<file path="src/rtl/core/dcbdr_pkg.sv">
// Package for the daisy chain break detector: operation codes, register
// indexes, chain states and register reset values. No dependencies.
package dcbdr_pkg;

  typedef enum logic [1:0] {
    OP_REPORT = 2'd0,
    OP_TICK   = 2'd1,
    OP_EVAL   = 2'd2,
    OP_REINIT = 2'd3
  } op_e;

  typedef enum logic [2:0] {
    REG_BREAK_THR = 3'd0,
    REG_START_THR = 3'd1,
    REG_WIN_LEN   = 3'd2,
    REG_VERIFY_THR = 3'd3,
    REG_MAX_READS = 3'd4,
    REG_MASK_MS   = 3'd5
  } reg_e;

  typedef enum logic [4:0] {
    CS_NORMAL  = 5'b00001,
    CS_BREAK   = 5'b00010,
    CS_VERIFY  = 5'b00100,
    CS_SUCCESS = 5'b01000,
    CS_FAILED  = 5'b10000
  } chain_st_e;

  typedef enum logic [3:0] {
    C_IDLE = 4'b0001,
    C_ADD  = 4'b0010,
    C_SCAN = 4'b0100,
    C_FIN  = 4'b1000
  } ctl_e;

  localparam logic [2:0] CODE_NORMAL  = 3'd0;
  localparam logic [2:0] CODE_BREAK   = 3'd1;
  localparam logic [2:0] CODE_VERIFY  = 3'd2;
  localparam logic [2:0] CODE_SUCCESS = 3'd3;
  localparam logic [2:0] CODE_FAILED  = 3'd4;

  localparam logic [15:0] RST_BREAK_THR  = 16'd25;
  localparam logic [15:0] RST_START_THR  = 16'd5;
  localparam logic [15:0] RST_WIN_LEN    = 16'd4000;
  localparam logic [15:0] RST_VERIFY_THR = 16'd5;
  localparam logic [7:0]  RST_MAX_READS  = 8'd5;
  localparam logic [15:0] RST_MASK_MS    = 16'd1000;

  function automatic logic [2:0] chain_code(chain_st_e st);
    logic [2:0] code;
    unique case (st)
      CS_NORMAL:  code = CODE_NORMAL;
      CS_BREAK:   code = CODE_BREAK;
      CS_VERIFY:  code = CODE_VERIFY;
      CS_SUCCESS: code = CODE_SUCCESS;
      CS_FAILED:  code = CODE_FAILED;
      default:    code = CODE_NORMAL;
    endcase
    return code;
  endfunction

endpackage

</file>
<file path="src/rtl/core/dcbdr_ram.sv">
// Generic single write port, single read port RAM with registered read data.
// No dependencies.
module dcbdr_ram #(
  parameter int WIDTH = 16,
  parameter int DEPTH = 16
) (
  input  logic                                     clk_i,
  input  logic                                     we_i,
  input  logic [((DEPTH > 1) ? $clog2(DEPTH) : 1)-1:0] waddr_i,
  input  logic [WIDTH-1:0]                         wdata_i,
  input  logic [((DEPTH > 1) ? $clog2(DEPTH) : 1)-1:0] raddr_i,
  output logic [WIDTH-1:0]                         rdata_o
);

  logic [WIDTH-1:0] mem_q [DEPTH];
  logic [WIDTH-1:0] rdata_q;

  always_ff @(posedge clk_i) begin
    if (we_i) begin
      mem_q[waddr_i] <= wdata_i;
    end
    rdata_q <= mem_q[raddr_i];
  end

  assign rdata_o = rdata_q;

endmodule

</file>
<file path="src/rtl/core/daisy_chain_break_detect_recover.sv">
// Top level of the daisy chain break detector and recovery sequencer.
// Depends on dcbdr_pkg and dcbdr_ram.
//
// Error reports for a device on the chain pass through the add and finish
// states before the result strobe; ticks, reinitialize, reports for a device
// beyond the chain and evaluate steps that need no scan go straight to the
// finish state; an evaluate step that scans the error sums first walks the
// scan state over every device, since the sums sit in one RAM with a single
// read port and are read one device per cycle. Each word is accepted when
// start is high and busy is low, and each result word appears for exactly one
// cycle with result_valid_o high; the receiver cannot stall it. All sums are
// cleared at once by clearing a valid bit per device.
module daisy_chain_break_detect_recover #(
  parameter int CHAIN_LENGTH = 16
) (
  input  logic        clk_i,
  input  logic        rst_ni,
  input  logic        start,
  output logic        busy,
  input  logic [1:0]  operation_i,
  input  logic [3:0]  device_index_i,
  input  logic [7:0]  error_count_i,
  input  logic        cfg_valid_i,
  output logic        cfg_ready_o,
  input  logic [2:0]  cfg_index_i,
  input  logic [15:0] cfg_data_i,
  output logic        result_valid_o,
  output logic [2:0]  machine_state_o,
  output logic [4:0]  break_position_o,
  output logic [7:0]  verify_attempts_o,
  output logic        recovered_o,
  output logic        status_report_o,
  output logic        reroute_start_o,
  output logic        comm_break_set_o,
  output logic        fault_raise_o,
  output logic        fault_clear_o,
  output logic        mask_expired_o
);

  import dcbdr_pkg::*;

  localparam int AW = (CHAIN_LENGTH > 1) ? $clog2(CHAIN_LENGTH) : 1;
  localparam logic [AW-1:0] LAST = AW'(CHAIN_LENGTH - 1);

  logic [15:0] brk_thr_q, start_thr_q, win_len_q, ver_thr_q, mask_ms_q;
  logic [7:0]  max_reads_q;

  ctl_e ctl_q, ctl_d;
  op_e  op_q;
  logic [3:0] dev_q;
  logic [7:0] cnt_q;

  chain_st_e fsm_q, fsm_d;
  logic        win_act_q, win_act_d;
  logic [15:0] win_rem_q, win_rem_d;
  logic [15:0] mask_rem_q, mask_rem_d;
  logic [4:0]  bp_q, bp_d;
  logic [7:0]  att_q, att_d;
  logic        succ_q, succ_d;
  logic        fail_q, fail_d;

  logic [(1 << AW)-1:0] valid_q;
  logic                 rd_valid_q;
  logic [AW-1:0]        raddr;
  logic [15:0]          rdata;
  logic                 we;
  logic [15:0]          wdata;
  logic [16:0]          sum;
  logic [15:0]          val;

  logic [AW-1:0] scan_k_q;
  logic          spike_q, found_q, all_q, bad_q;
  logic [AW-1:0] first_q;

  logic accept, dev_ok, scan_needed, clear_c;
  logic status_c, reroute_c, cbreak_c, fraise_c, fclear_c;

  logic        rv_q;
  logic [2:0]  ms_q;
  logic [4:0]  bpo_q;
  logic [7:0]  atto_q;
  logic        rec_q, stat_q, rr_q, cb_q, fr_q, fc_q, me_q;

  assign accept = start && !busy;
  assign busy = (ctl_q != C_IDLE);
  assign cfg_ready_o = 1'b1;
  assign dev_ok = (32'(device_index_i) < CHAIN_LENGTH);
  assign val = rd_valid_q ? rdata : 16'd0;
  assign sum = {1'b0, val} + {9'd0, cnt_q};
  assign wdata = sum[16] ? 16'hFFFF : sum[15:0];
  assign we = (ctl_q == C_ADD);

  assign scan_needed = (op_e'(operation_i) == OP_EVAL) &&
      (((fsm_q == CS_NORMAL) && !succ_q && (!win_act_q || (win_rem_q == 16'd0))) ||
       ((fsm_q == CS_VERIFY) && (att_q < max_reads_q)));

  dcbdr_ram #(
    .WIDTH(16),
    .DEPTH(CHAIN_LENGTH)
  ) u_sums (
    .clk_i  (clk_i),
    .we_i   (we),
    .waddr_i(AW'(dev_q)),
    .wdata_i(wdata),
    .raddr_i(raddr),
    .rdata_o(rdata)
  );

  always_comb begin
    raddr = '0;
    ctl_d = ctl_q;
    unique case (ctl_q)
      C_IDLE: begin
        if (op_e'(operation_i) == OP_REPORT) begin
          raddr = AW'(device_index_i);
        end
        if (accept) begin
          if (op_e'(operation_i) == OP_REPORT) begin
            ctl_d = dev_ok ? C_ADD : C_FIN;
          end else begin
            ctl_d = scan_needed ? C_SCAN : C_FIN;
          end
        end
      end
      C_ADD: ctl_d = C_FIN;
      C_SCAN: begin
        raddr = scan_k_q + 1'b1;
        if (scan_k_q == LAST) begin
          ctl_d = C_FIN;
        end
      end
      C_FIN: ctl_d = C_IDLE;
      default: ctl_d = C_IDLE;
    endcase
  end

  always_comb begin
    fsm_d = fsm_q;
    win_act_d = win_act_q;
    win_rem_d = win_rem_q;
    mask_rem_d = mask_rem_q;
    bp_d = bp_q;
    att_d = att_q;
    succ_d = succ_q;
    fail_d = fail_q;
    clear_c = 1'b0;
    status_c = 1'b0;
    reroute_c = 1'b0;
    cbreak_c = 1'b0;
    fraise_c = 1'b0;
    fclear_c = 1'b0;
    if (ctl_q == C_FIN) begin
      unique case (op_q)
        OP_REPORT: begin
        end
        OP_TICK: begin
          if (win_act_q && (win_rem_q != 16'd0)) begin
            win_rem_d = win_rem_q - 16'd1;
          end
          if (mask_rem_q != 16'd0) begin
            mask_rem_d = mask_rem_q - 16'd1;
          end
        end
        OP_REINIT: begin
          mask_rem_d = mask_ms_q;
          win_act_d = 1'b0;
          win_rem_d = 16'd0;
          fsm_d = CS_NORMAL;
          bp_d = 5'd0;
          att_d = 8'd0;
          succ_d = 1'b0;
          fail_d = 1'b0;
          clear_c = 1'b1;
          status_c = 1'b1;
        end
        OP_EVAL: begin
          unique case (fsm_q)
            CS_NORMAL: begin
              if (succ_q) begin
                clear_c = 1'b1;
              end else if (!win_act_q) begin
                if (spike_q) begin
                  win_act_d = 1'b1;
                  win_rem_d = win_len_q;
                end else begin
                  clear_c = 1'b1;
                end
              end else if (win_rem_q == 16'd0) begin
                win_act_d = 1'b0;
                clear_c = 1'b1;
                if (found_q && all_q) begin
                  fsm_d = CS_BREAK;
                  bp_d = 5'(32'(first_q) + 1);
                  fraise_c = 1'b1;
                end
              end
            end
            CS_BREAK: begin
              status_c = 1'b1;
              reroute_c = 1'b1;
              cbreak_c = (bp_q > 5'd1);
              clear_c = 1'b1;
              fsm_d = CS_VERIFY;
            end
            CS_VERIFY: begin
              status_c = 1'b1;
              if (att_q >= max_reads_q) begin
                fsm_d = CS_FAILED;
              end else begin
                clear_c = 1'b1;
                if (!bad_q) begin
                  fsm_d = CS_SUCCESS;
                  succ_d = 1'b1;
                end
                att_d = att_q + 8'd1;
              end
            end
            CS_SUCCESS: begin
              status_c = 1'b1;
              fclear_c = 1'b1;
              fsm_d = CS_NORMAL;
            end
            CS_FAILED: begin
              if (!fail_q) begin
                status_c = 1'b1;
                succ_d = 1'b0;
                fail_d = 1'b1;
              end
              clear_c = 1'b1;
            end
            default: begin
            end
          endcase
        end
        default: begin
        end
      endcase
    end
  end

  always_ff @(posedge clk_i or negedge rst_ni) begin
    if (!rst_ni) begin
      brk_thr_q <= RST_BREAK_THR;
      start_thr_q <= RST_START_THR;
      win_len_q <= RST_WIN_LEN;
      ver_thr_q <= RST_VERIFY_THR;
      max_reads_q <= RST_MAX_READS;
      mask_ms_q <= RST_MASK_MS;
    end else if (cfg_valid_i && cfg_ready_o) begin
      unique case (reg_e'(cfg_index_i))
        REG_BREAK_THR:  brk_thr_q <= cfg_data_i;
        REG_START_THR:  start_thr_q <= cfg_data_i;
        REG_WIN_LEN:    win_len_q <= cfg_data_i;
        REG_VERIFY_THR: ver_thr_q <= cfg_data_i;
        REG_MAX_READS:  max_reads_q <= cfg_data_i[7:0];
        REG_MASK_MS:    mask_ms_q <= cfg_data_i;
        default: begin
        end
      endcase
    end
  end

  always_ff @(posedge clk_i or negedge rst_ni) begin
    if (!rst_ni) begin
      ctl_q <= C_IDLE;
      fsm_q <= CS_NORMAL;
      win_act_q <= 1'b0;
      win_rem_q <= 16'd0;
      mask_rem_q <= RST_MASK_MS;
      bp_q <= 5'd0;
      att_q <= 8'd0;
      succ_q <= 1'b0;
      fail_q <= 1'b0;
      valid_q <= '0;
      rd_valid_q <= 1'b0;
      scan_k_q <= '0;
      spike_q <= 1'b0;
      found_q <= 1'b0;
      all_q <= 1'b0;
      bad_q <= 1'b0;
      rv_q <= 1'b0;
    end else begin
      ctl_q <= ctl_d;
      fsm_q <= fsm_d;
      win_act_q <= win_act_d;
      win_rem_q <= win_rem_d;
      mask_rem_q <= mask_rem_d;
      bp_q <= bp_d;
      att_q <= att_d;
      succ_q <= succ_d;
      fail_q <= fail_d;
      rd_valid_q <= valid_q[raddr];
      rv_q <= (ctl_q == C_FIN);
      if (clear_c) begin
        valid_q <= '0;
      end else if (we) begin
        valid_q[AW'(dev_q)] <= 1'b1;
      end
      if (accept) begin
        scan_k_q <= '0;
        spike_q <= 1'b0;
        found_q <= 1'b0;
        all_q <= 1'b0;
        bad_q <= 1'b0;
      end else if (ctl_q == C_SCAN) begin
        scan_k_q <= scan_k_q + 1'b1;
        if (val > start_thr_q) begin
          spike_q <= 1'b1;
        end
        if (!found_q) begin
          if (val > brk_thr_q) begin
            found_q <= 1'b1;
            all_q <= 1'b1;
          end
        end else if (val <= brk_thr_q) begin
          all_q <= 1'b0;
        end
        if ((bp_q != 5'd0) && ((7'(scan_k_q) + 7'd1) >= 7'(bp_q)) &&
            (val > ver_thr_q)) begin
          bad_q <= 1'b1;
        end
      end
    end
  end

  always_ff @(posedge clk_i) begin
    if (accept) begin
      op_q <= op_e'(operation_i);
      dev_q <= device_index_i;
      cnt_q <= error_count_i;
    end
    if ((ctl_q == C_SCAN) && !found_q && (val > brk_thr_q)) begin
      first_q <= scan_k_q;
    end
    if (ctl_q == C_FIN) begin
      ms_q <= chain_code(fsm_d);
      bpo_q <= bp_d;
      atto_q <= att_d;
      rec_q <= succ_d;
      stat_q <= status_c;
      rr_q <= reroute_c;
      cb_q <= cbreak_c;
      fr_q <= fraise_c;
      fc_q <= fclear_c;
      me_q <= (mask_rem_d == 16'd0);
    end
  end

  assign result_valid_o = rv_q;
  assign machine_state_o = ms_q;
  assign break_position_o = bpo_q;
  assign verify_attempts_o = atto_q;
  assign recovered_o = rec_q;
  assign status_report_o = stat_q;
  assign reroute_start_o = rr_q;
  assign comm_break_set_o = cb_q;
  assign fault_raise_o = fr_q;
  assign fault_clear_o = fc_q;
  assign mask_expired_o = me_q;

  a_result_after_fin: assert property (@(posedge clk_i) disable iff (!rst_ni)
    result_valid_o |-> $past(ctl_q == C_FIN))
    else $error("result word without a finishing cycle");

  a_accept_busy: assert property (@(posedge clk_i) disable iff (!rst_ni)
    accept |=> busy)
    else $error("accepted word did not make the block busy");

  a_reroute_verify: assert property (@(posedge clk_i) disable iff (!rst_ni)
    (result_valid_o && reroute_start_o) |-> (machine_state_o == CODE_VERIFY))
    else $error("reroute issued outside the move to verifying");

  a_cbreak_reroute: assert property (@(posedge clk_i) disable iff (!rst_ni)
    (result_valid_o && comm_break_set_o) |-> reroute_start_o)
    else $error("comm break set without reroute");

  a_fclear_success: assert property (@(posedge clk_i) disable iff (!rst_ni)
    (result_valid_o && fault_clear_o) |->
      ((machine_state_o == CODE_NORMAL) && recovered_o))
    else $error("fault cleared without a recovered chain");

endmodule

</file>
<file path="config.mk">
export PLATFORM = sky130hd
export DESIGN_NAME = daisy_chain_break_detect_recover
export DESIGN_NICKNAME = d
export VERILOG_FILES = /design/src/rtl/core/dcbdr_pkg.sv /design/src/rtl/core/dcbdr_ram.sv /design/src/rtl/core/daisy_chain_break_detect_recover.sv
export SDC_FILE = /design/constraint.sdc
export NUM_CORES = 1
export LEC_CHECK = 0
export ABC_AREA = 1
export BUFFER_PORTS_ARGS = -buffer_cell sky130_fd_sc_hd__buf_2
export CAP_MARGIN = 20
export CORE_ASPECT_RATIO = 1.4
export CORE_MARGIN = 2
export CORE_UTILIZATION = 41
export DETAILED_ROUTE_END_ITERATION = 8
export PLACE_DENSITY = 0.53
export SYNTH_ARGS = -nofsm -noshare
export SYNTH_HDL_FRONTEND = slang
export SYNTH_SLANG_ARGS = --single-unit
</file>
<file path="constraint.sdc">
create_clock -name clk_i -period 6.31 [get_ports clk_i]
set_input_delay 0.631 -clock clk_i [delete_from_list [all_inputs] [get_ports clk_i]]
set_output_delay 0.631 -clock clk_i [all_outputs]
set_load 0.05 [all_outputs]
</file>
==> run_results.csv, run 1 <==
group,metric,value,unit
final_layout,final_util,46.4,%
timing,setup_viol,0,
timing,rsz0062_at_grt,"no",
timing,fmax,236,MHz
setup_path,crit_fanout,16,
run,cap_violations,0,
logic_synthesis,syn_nets,2365,
die,core_area,0.0541,mm²
route,wirelength,60.4,mm
final_layout,fillers,5160,
timing,skew,0.0282,ns
timing,finalCritPeriodShare,67.1,%
global_routing,grt_pass1_vias,15900,
route,first_pass_iters,5,
die,rows,101,
power_and_ir_drop,cellPowerDensity,392,mW/mm²
cts,cts_buffer_depth,3,
global_routing,grt_remaining_overflow,0,
timing,tightest_slew,1.05,ns
die,die_x,201,µm
timing,fin_crit,4.24,ns
timing,hold_violations,0,
cts,post-cts-setup-buffer-count,0,
logic_synthesis,syn-instance-count,2251,
timing,max_slew_margin,29.7,%
global_routing,grt_pass1_wl,93.2,mm
cts,cts-buffers-inserted,50,
logic_synthesis,netlist_area,0.0224,mm²
setup_path,cp_data_required_time,6.63,ns
setup_path,cp-start-kind,"register",
setup_path,setup.worst_path.class,"register to register",
global_routing,antenna_found_initial,0,
setup_path,r2r_cells,10,
final_layout,multi_input_area,0.00748,mm²
route,drc_errors,0,
power_and_ir_drop,finalPower,0.00985,W
cts,cts_tree,"built",
die,fp.dieH,280,µm
global_routing,globalRouteTotalUtil,21.6,%
cts,ctsHoldBuffers,0,
cts,h-tree-depth,2,
route,drt_iter0_drc,1118,
timing,slew_viol_final,0,
setup_path,r2r-end,"u_sums.mem_q[1][10]",
logic_synthesis,ys_seq_elements,484,
logic_synthesis,yosys_warnings,0,
final_layout,drive_gt1_share,9.48,%
placement,numPortBuffers,61,
route,drtAntennaViolNets,0,
cts,cts.sinks,484,
status,outcome,"finished, final reports clean",
route,vias_per_cell,5.26,
power_and_ir_drop,p_leak,10.5,nW
setup_path,r2r_start,"rd_valid_q",
setup_path,crit_path_frequent_cell,"nand2_1",
die,initial_utilization,41.4,%
final_layout,diodes,0,
logic_synthesis,synth.distinct_cells,50,
setup_path,r2r_setup_slack,2.07,ns
setup_path,end_kind,"register",
die,num_io_pins,63,
setup_path,slowest_delay,0.83,ns
final_layout,ff_latch_area,0.0136,mm²
placement,hpwl,38.8,mm
min_path,hp-class,"input pin to asynchronous set/reset pin",
global_routing,grt_max_degree,99,
cts,cts_root_buffer,"clkbuf_16",
timing,fin_tns_setup,0,ns
logic_synthesis,yosysSeqAreaShare,60.6,%
final_layout,nets,2402,
setup_path,critPathArrivalTime,4.56,ns
logic_synthesis,synth.avg_cell_area,9.94,µm²
power_and_ir_drop,vdd_drop_max,0.227,mV
route,route.vias.total,16100,
placement,gp_congestion,0.891,
cts,clkLatencyLatePin,0.62,ns
setup_path,path_cells,"nand2_1 > inv_1 > ha_1 > inv_1 > fa_1 > o21ai_0 > nand2_1 > nand2_1 > nand4_1 > nand3_1",
final_layout,syn_to_final_growth,12.2,%
route,drt-wirelength-per-cell,19.8,µm
setup_path,worst_path_max_delay_cell,"nand3_1",
cts,cts_resized,0,
cts,path_clk_slew,0.07,ns
die,die_area,0.0565,mm²
## layout by cell type, fill, tap and decap left out, drive strengths merged, types with 2 or more instances in the layout
cell / count
a21boi: 3
a21o: 3
a21oi: 211
a22oi: 15
a31oi: 2
a32oi: 2
buf: 78
bufinv: 5
clkbuf: 67
clkinv: 22
dfrtp: 142
dfstp: 29
dfxtp: 16
edfxtp: 297
ha: 76
inv: 276
nand2: 369
nand3: 100
nand3b: 2
nand4: 23
nor2: 159
nor3: 16
nor4: 2
o211ai: 58
o21a: 2
o21ai: 309
o22ai: 4
o31ai: 4
or2: 3
xnor2: 6
xor2: 21
## routing by layer
metal / vias up / global-route usage [%] / share of wire, %
met2: 307 / 40.3 / 53
met4: 0 / 6.73 / 2.7
met3: 101 / 2.80 / 3.6
li1: 7814 / - / -
met1: 7830 / 25.6 / 41
met5: - / 0 / 0
## report_power, final
part,total [W],switching (W),internal [W]
Combinational,0.00252,0.00179,0.000735
Sequential,0.00429,0.000264,0.00402
Clock,0.00304,0.00128,0.00176
## layout make-up
class,count,area share [%]
sequential,484,54.0
multi-input combinational,1398,29.8
clock buffer,67,5.56
inverter,276,4.13
tap,721,3.59
timing repair buffer,78,1.78
clock inverter,27,1.15
## through the flow
stage,setup slack [ns],hold slack [ns],instances,cell area [µm²]
detailed placement,2.14,0.441,2956,23400
floorplan,3.34,0.335,2251,22400
CTS,2.12,0.153,3050,25100
finish,2.07,0.141,3051,25100
global route,1.65,0.157,3051,25100
global placement,2.22,0.438,2956,23400
## logic make-up (layout without fill, tap and decap cells)
group	after synthesis	after routing	share of synthesized area, %
AND/OR/NAND/NOR	675	675	12.6
AO/OA/AOI/OAI	618	618	15.0
flip-flops	484	484	60.6
buffers and inverters	369	448	6.51
adder cells (fa/ha/maj)	77	77	4.34
XOR/XNOR	27	27	1.06
other	1	1	0.0168
## how the worst max path moves through the flow
| stage | start | slack [ns] | cells after the start | to |
|---|---|---|---|---|
| global route | rd_valid_q | 1.65 | 10 | u_sums.mem_q[7][15] |
| CTS | rd_valid_q | 2.12 | 10 | u_sums.mem_q[7][15] |
| detailed placement | rd_valid_q | 2.14 | 10 | u_sums.mem_q[13][15] |
| floorplan | rd_valid_q | 3.34 | 15 | u_sums.mem_q[0][14] |
| global placement | rd_valid_q | 2.22 | 10 | u_sums.mem_q[9][15] |
| finish | rd_valid_q | 2.07 | 10 | u_sums.mem_q[1][10] |
## synth_stat cells, drive strengths merged
library cell	n	area, µm²
o21a	2	15.0
dfstp	29	762
nand2	369	1410
a21oi	211	1060
nor4	2	12.5
nor2	159	622
fa	1	20.0
o311ai	1	8.76
o31a	1	8.76
a21o	3	22.5
a21boi	3	22.5
a31oi	2	12.5
o2111ai	1	8.76
o31ai	4	30.0
and3	1	6.26
nand3b	2	15.0
xor2	21	184
a22oi	15	113
dfxtp	16	320
nand3	100	505
xnor2	6	52.6
o211ai	58	435
a32oi	2	17.5
nand4	23	144
buf	33	194
inv	276	1040
o22ai	4	25.0
edfxtp	297	8920
clkbuf	60	226
o32ai	1	8.76
ha	76	951
conb	1	3.75
nor3	16	80.1
o21bai	1	7.51
o21ai	309	1550
dfrtp	142	3550
or2	3	18.8
## flip-flops by register name, summed over array words and instances (netlist names), 3 cells and up
signal,cells
u_sums.rdata_o,16
start_thr_q,16
ctl_q,4
win_len_q,16
mask_rem_q,16
brk_thr_q,16
machine_state_o,3
ver_thr_q,16
scan_k_q,4
u_sums.mem_q,256
win_rem_q,16
mask_ms_q,16
dev_q,4
cnt_q,8
att_q,8
first_q,4
fsm_q,5
valid_q,16
max_reads_q,8
break_position_o,5
verify_attempts_o,8
bp_q,5
## critical path, delay by kind of cell (launching register included)
kind	cells	cell delay (ns)
adder cells (fa/ha/maj)	2	0.56
flip-flops	1	0.65
AO/OA/AOI/OAI	1	0.43
buffers and inverters	2	0.18
AND/OR/NAND/NOR	5	2.12
Power figures use the tool's default switching activity.
==> inputs of run 2 (changes only) <==
Settings changed: ABC_AREA 1 to 0, PLACE_DENSITY 0.53 to 0.55.
Clock period 6.31 ns to 3.55 ns, I/O delays scaled along.
==> run 2 against run 1 <==
Compared with the run above:
- combinational power down 38%
- synthesized cell count is 16% lower
- final cell count down 10%
- flip-flop and latch count stayed put
- register-to-register slack lost 1.9 ns
- fmax up 27%
- wire length down 6.2%
- sequential power increased by 56%
==> run_results.csv, run 2 <==
group,metric,value,unit
timing,fin_tns_setup,0,ns
setup_path,r2r_start,"rd_valid_q",
logic_synthesis,yosysSeqAreaShare,61.6,%
cts,cts_tree,"built",
setup_path,crit_family,"simple AND/OR/NAND/NOR gates",
setup_path,r2r-end,"u_sums.mem_q[1][14]",
placement,gp_congestion,0.884,
route,drtAntennaViolNets,0,
route,wirelength,56.7,mm
die,core_area,0.0532,mm²
setup_path,worst_path_max_delay_cell,"nor2_1",
setup_path,cp-start-kind,"register",
die,fp.dieH,278,µm
timing,finalCritPeriodShare,93.9,%
setup_path,path_cells,"buf_4 > and2_1 > ha_1 > nor2b_1 > o21ai_0 > a21o_1 > a21oi_1 > buf_4 > nand3_1 > mux2i_1 > nor2_1",
power_and_ir_drop,p_clk_share,38.6,%
power_and_ir_drop,seqPwrFrac,49.7,%
placement,hpwl,36.6,mm
final_layout,multi_input_area,0.00789,mm²
logic_synthesis,synth_common_cells,"332 x nand2_1, 297 x edfxtp_1, 142 x dfrtp_1",
final_layout,mostFrequentLayoutCells,"332 x nand2_1, 297 x edfxtp_1, 142 x dfrtp_1",
cts,cts.sinks,484,
route,drc_errors,0,
die,die_area,0.0556,mm²
route,drt-wirelength-per-cell,20.7,µm
final_layout,ff_latch_area,0.0136,mm²
timing,rsz0062_at_grt,"no",
logic_synthesis,syn-instance-count,1884,
logic_synthesis,syn_nets,1998,
final_layout,fillers,4881,
power_and_ir_drop,power_switching,0.00343,W
logic_synthesis,yosys_warnings,0,
power_and_ir_drop,p_int,0.0100,W
final_layout,post_layout_nonfiller_instances,2739,
run,cap_violations,0,
setup_path,setup.worst_path.class,"register to register",
logic_synthesis,ys.flop_type,"edfxtp_1",
power_and_ir_drop,vdd_drop_max,0.381,mV
power_and_ir_drop,p_leak,10.1,nW
min_path,hold_end,"dev_q[1]",
min_path,hold-path-cell-count,1,
min_path,hp-class,"input pin to register",
final_layout,largest_reg_flops,256,
timing,tightest_slew,1.12,ns
cts,path_clk_slew,0.07,ns
die,num_io_pins,63,
final_layout,syn_to_final_growth,14.6,%
route,first_pass_iters,5,
setup_path,r2r_setup_slack,0.22,ns
route,drt_iter0_drc,915,
die,rows,100,
logic_synthesis,netlist_area,0.0220,mm²
placement,numPortBuffers,61,
min_path,min_from,"device_index_i[1]",
final_layout,top_register,"u_sums.mem_q",
setup_path,critPathBufInv,2,
logic_synthesis,synth.avg_cell_area,11.7,µm²
setup_path,critPathArrivalTime,3.58,ns
logic_synthesis,netlist.area_leader.share,40.5,%
cts,cts-buffers-inserted,48,
cts,cts_root_buffer,"clkbuf_16",
timing,skew,0.0190,ns
final_layout,nets,2098,
setup_path,crit_path_frequent_cell,"buf_4",
die,die_x,200,µm
cts,clkLatencyLatePin,0.60,ns
power_and_ir_drop,swShare,25.5,%
timing,slew_viol_final,0,
logic_synthesis,synthArstFlopShare,35.3,%
power_and_ir_drop,cellPowerDensity,532,mW/mm²
global_routing,antenna_found_initial,1,
logic_synthesis,ys_seq_elements,484,
final_layout,drive_gt1_share,15.7,%
die,initial_utilization,41.4,%
route,route.vias.total,14800,
setup_path,slowest_delay,0.85,ns
logic_synthesis,synth_edf_count,297,
logic_synthesis,synth.distinct_cells,79,
timing,max_slew_margin,25.3,%
global_routing,grt_remaining_overflow,0,
global_routing,globalRouteTotalUtil,20.8,%
placement,dp_cells,2636,
final_layout,layout_commonest_cell,"nand2_1",
logic_synthesis,yosys.area.top_type,"edfxtp_1",
timing,fin_crit,3.33,ns
global_routing,grt_pass1_wl,87.8,mm
setup_path,crit_fanout,16,
cts,cts_buffer_depth,3,
logic_synthesis,yosys-top-cells-area,"edfxtp_1 41%, dfrtp_1 16%, nand2_1 5.7%, ha_1 4.3%, dfstp_2 3.5%",
timing,setup_viol,0,
cts,h-tree-depth,2,
global_routing,grt_pass1_vias,15000,
route,vias_per_cell,5.42,
cts,post-cts-setup-buffer-count,0,
logic_synthesis,yosysMostFrequentCell,"nand2_1",
timing,hold_violations,0,
global_routing,grt_max_degree,105,
power_and_ir_drop,pwr-share-comb,11.7,%
timing,fmax,300,MHz
setup_path,cp_data_required_time,3.79,ns
status,outcome,"finished, final reports clean",
setup_path,r2r_cells,11,
setup_path,end_kind,"register",
==> run 2: cell count changes in the layout (fill, tap and decap cells not counted), sizes merged, moves of 29 or more <==
cell,change
a21oi,-142
buf,+42
inv,-192
mux2,+52
mux2i,+55
nand2,-36
nand3,-29
nor2,-72
o211ai,-52
o21ai,-190
==> run 2: worst max-delay path by stage <==
stage / start / end / slack [ns] / cells after the start
after global placement: rd_valid_q / bad_q / 0.20 / 10
final: rd_valid_q / u_sums.mem_q[1][14] / 0.22 / 11
after floorplan: rd_valid_q / u_sums.mem_q[0][12] / 0.23 / 13
after CTS: rd_valid_q / bad_q / 0.21 / 10
after global routing: rd_valid_q / u_sums.mem_q[15][14] / 0.005 / 11
after detailed placement: rd_valid_q / bad_q / 0.28 / 10
==> run 2: cell families (layout without fill, tap and decap cells) <==
family | count (synthesis) | after routing | share of synthesized area, %
simple gates | 683 | 683 | 14.8
flops | 484 | 484 | 61.6
compound gates | 341 | 341 | 9.88
buf+inv | 165 | 305 | 3.15
mux | 107 | 107 | 5.16
fa+ha+maj | 77 | 77 | 4.41
xor+xnor | 26 | 26 | 1.03
other cells | 1 | 2 | 0.0170
==> run 2: area by class of cell <==
cell class	instances	area share, %
sequential	484	53.7
multi-input combinational	1235	31.3
clock buffer	64	5.30
timing repair buffer	132	3.81
tap	714	3.54
inverter	83	1.24
clock inverter	26	1.09
antenna	1	0.00992
==> run 2: metrics by stage <==
step	instance area (µm²)	util (%)	setup slack [ns]	total power, W	hold slack (ns)
2_1_floorplan	22000	-	0.227	0.00778	0.0594
3_3_place_gp	23500	44.2	0.201	0.00831	0.450
3_5_place_dp	23500	44.2	0.281	0.00835	0.457
4_1_cts	25200	47.4	0.214	0.0136	0.000608
5_1_grt	25200	47.4	0.00501	0.0140	0.0119
6_report	25200	47.4	0.218	0.0134	0.0377
==> run 2: routing by layer <==
layer | part of all wire, % | global-route usage [%] | vias to the layer above
li1 | - | - | 7046
met1 | 41 | 25.8 | 7351
met2 | 52 | 36.9 | 330
met3 | 3.9 | 2.94 | 106
met4 | 3.0 | 7.07 | 2
met5 | 0.030 | 0 | -
==> run 2: power by group through the flow <==
stage               clock [W]  combinational (W)  sequential [W]
floorplan                   0            0.00106         0.00672
global placement            0            0.00153         0.00678
detailed placement          0            0.00156         0.00678
CTS                   0.00531            0.00158         0.00667
global route          0.00553            0.00177         0.00672
finish                0.00518            0.00157         0.00668
==> run 2: worst reg2reg max path: cells and delay by family, from the launching register on <==
kind,cells,cell delay (ns)
AO/OA/AOI/OAI,3,0.48
adder cells (fa/ha/maj),1,0.34
buffers and inverters,2,0.34
flip-flops,1,0.38
multiplexers,1,0.13
AND/OR/NAND/NOR,4,1.33
==> run 2: repair_timing <==
action,4_1_cts,5_1_grt
hold buffers,12,0
endpoints found under the setup margin,0,1
hold endpoints to repair,75,0
resized for setup,0,1
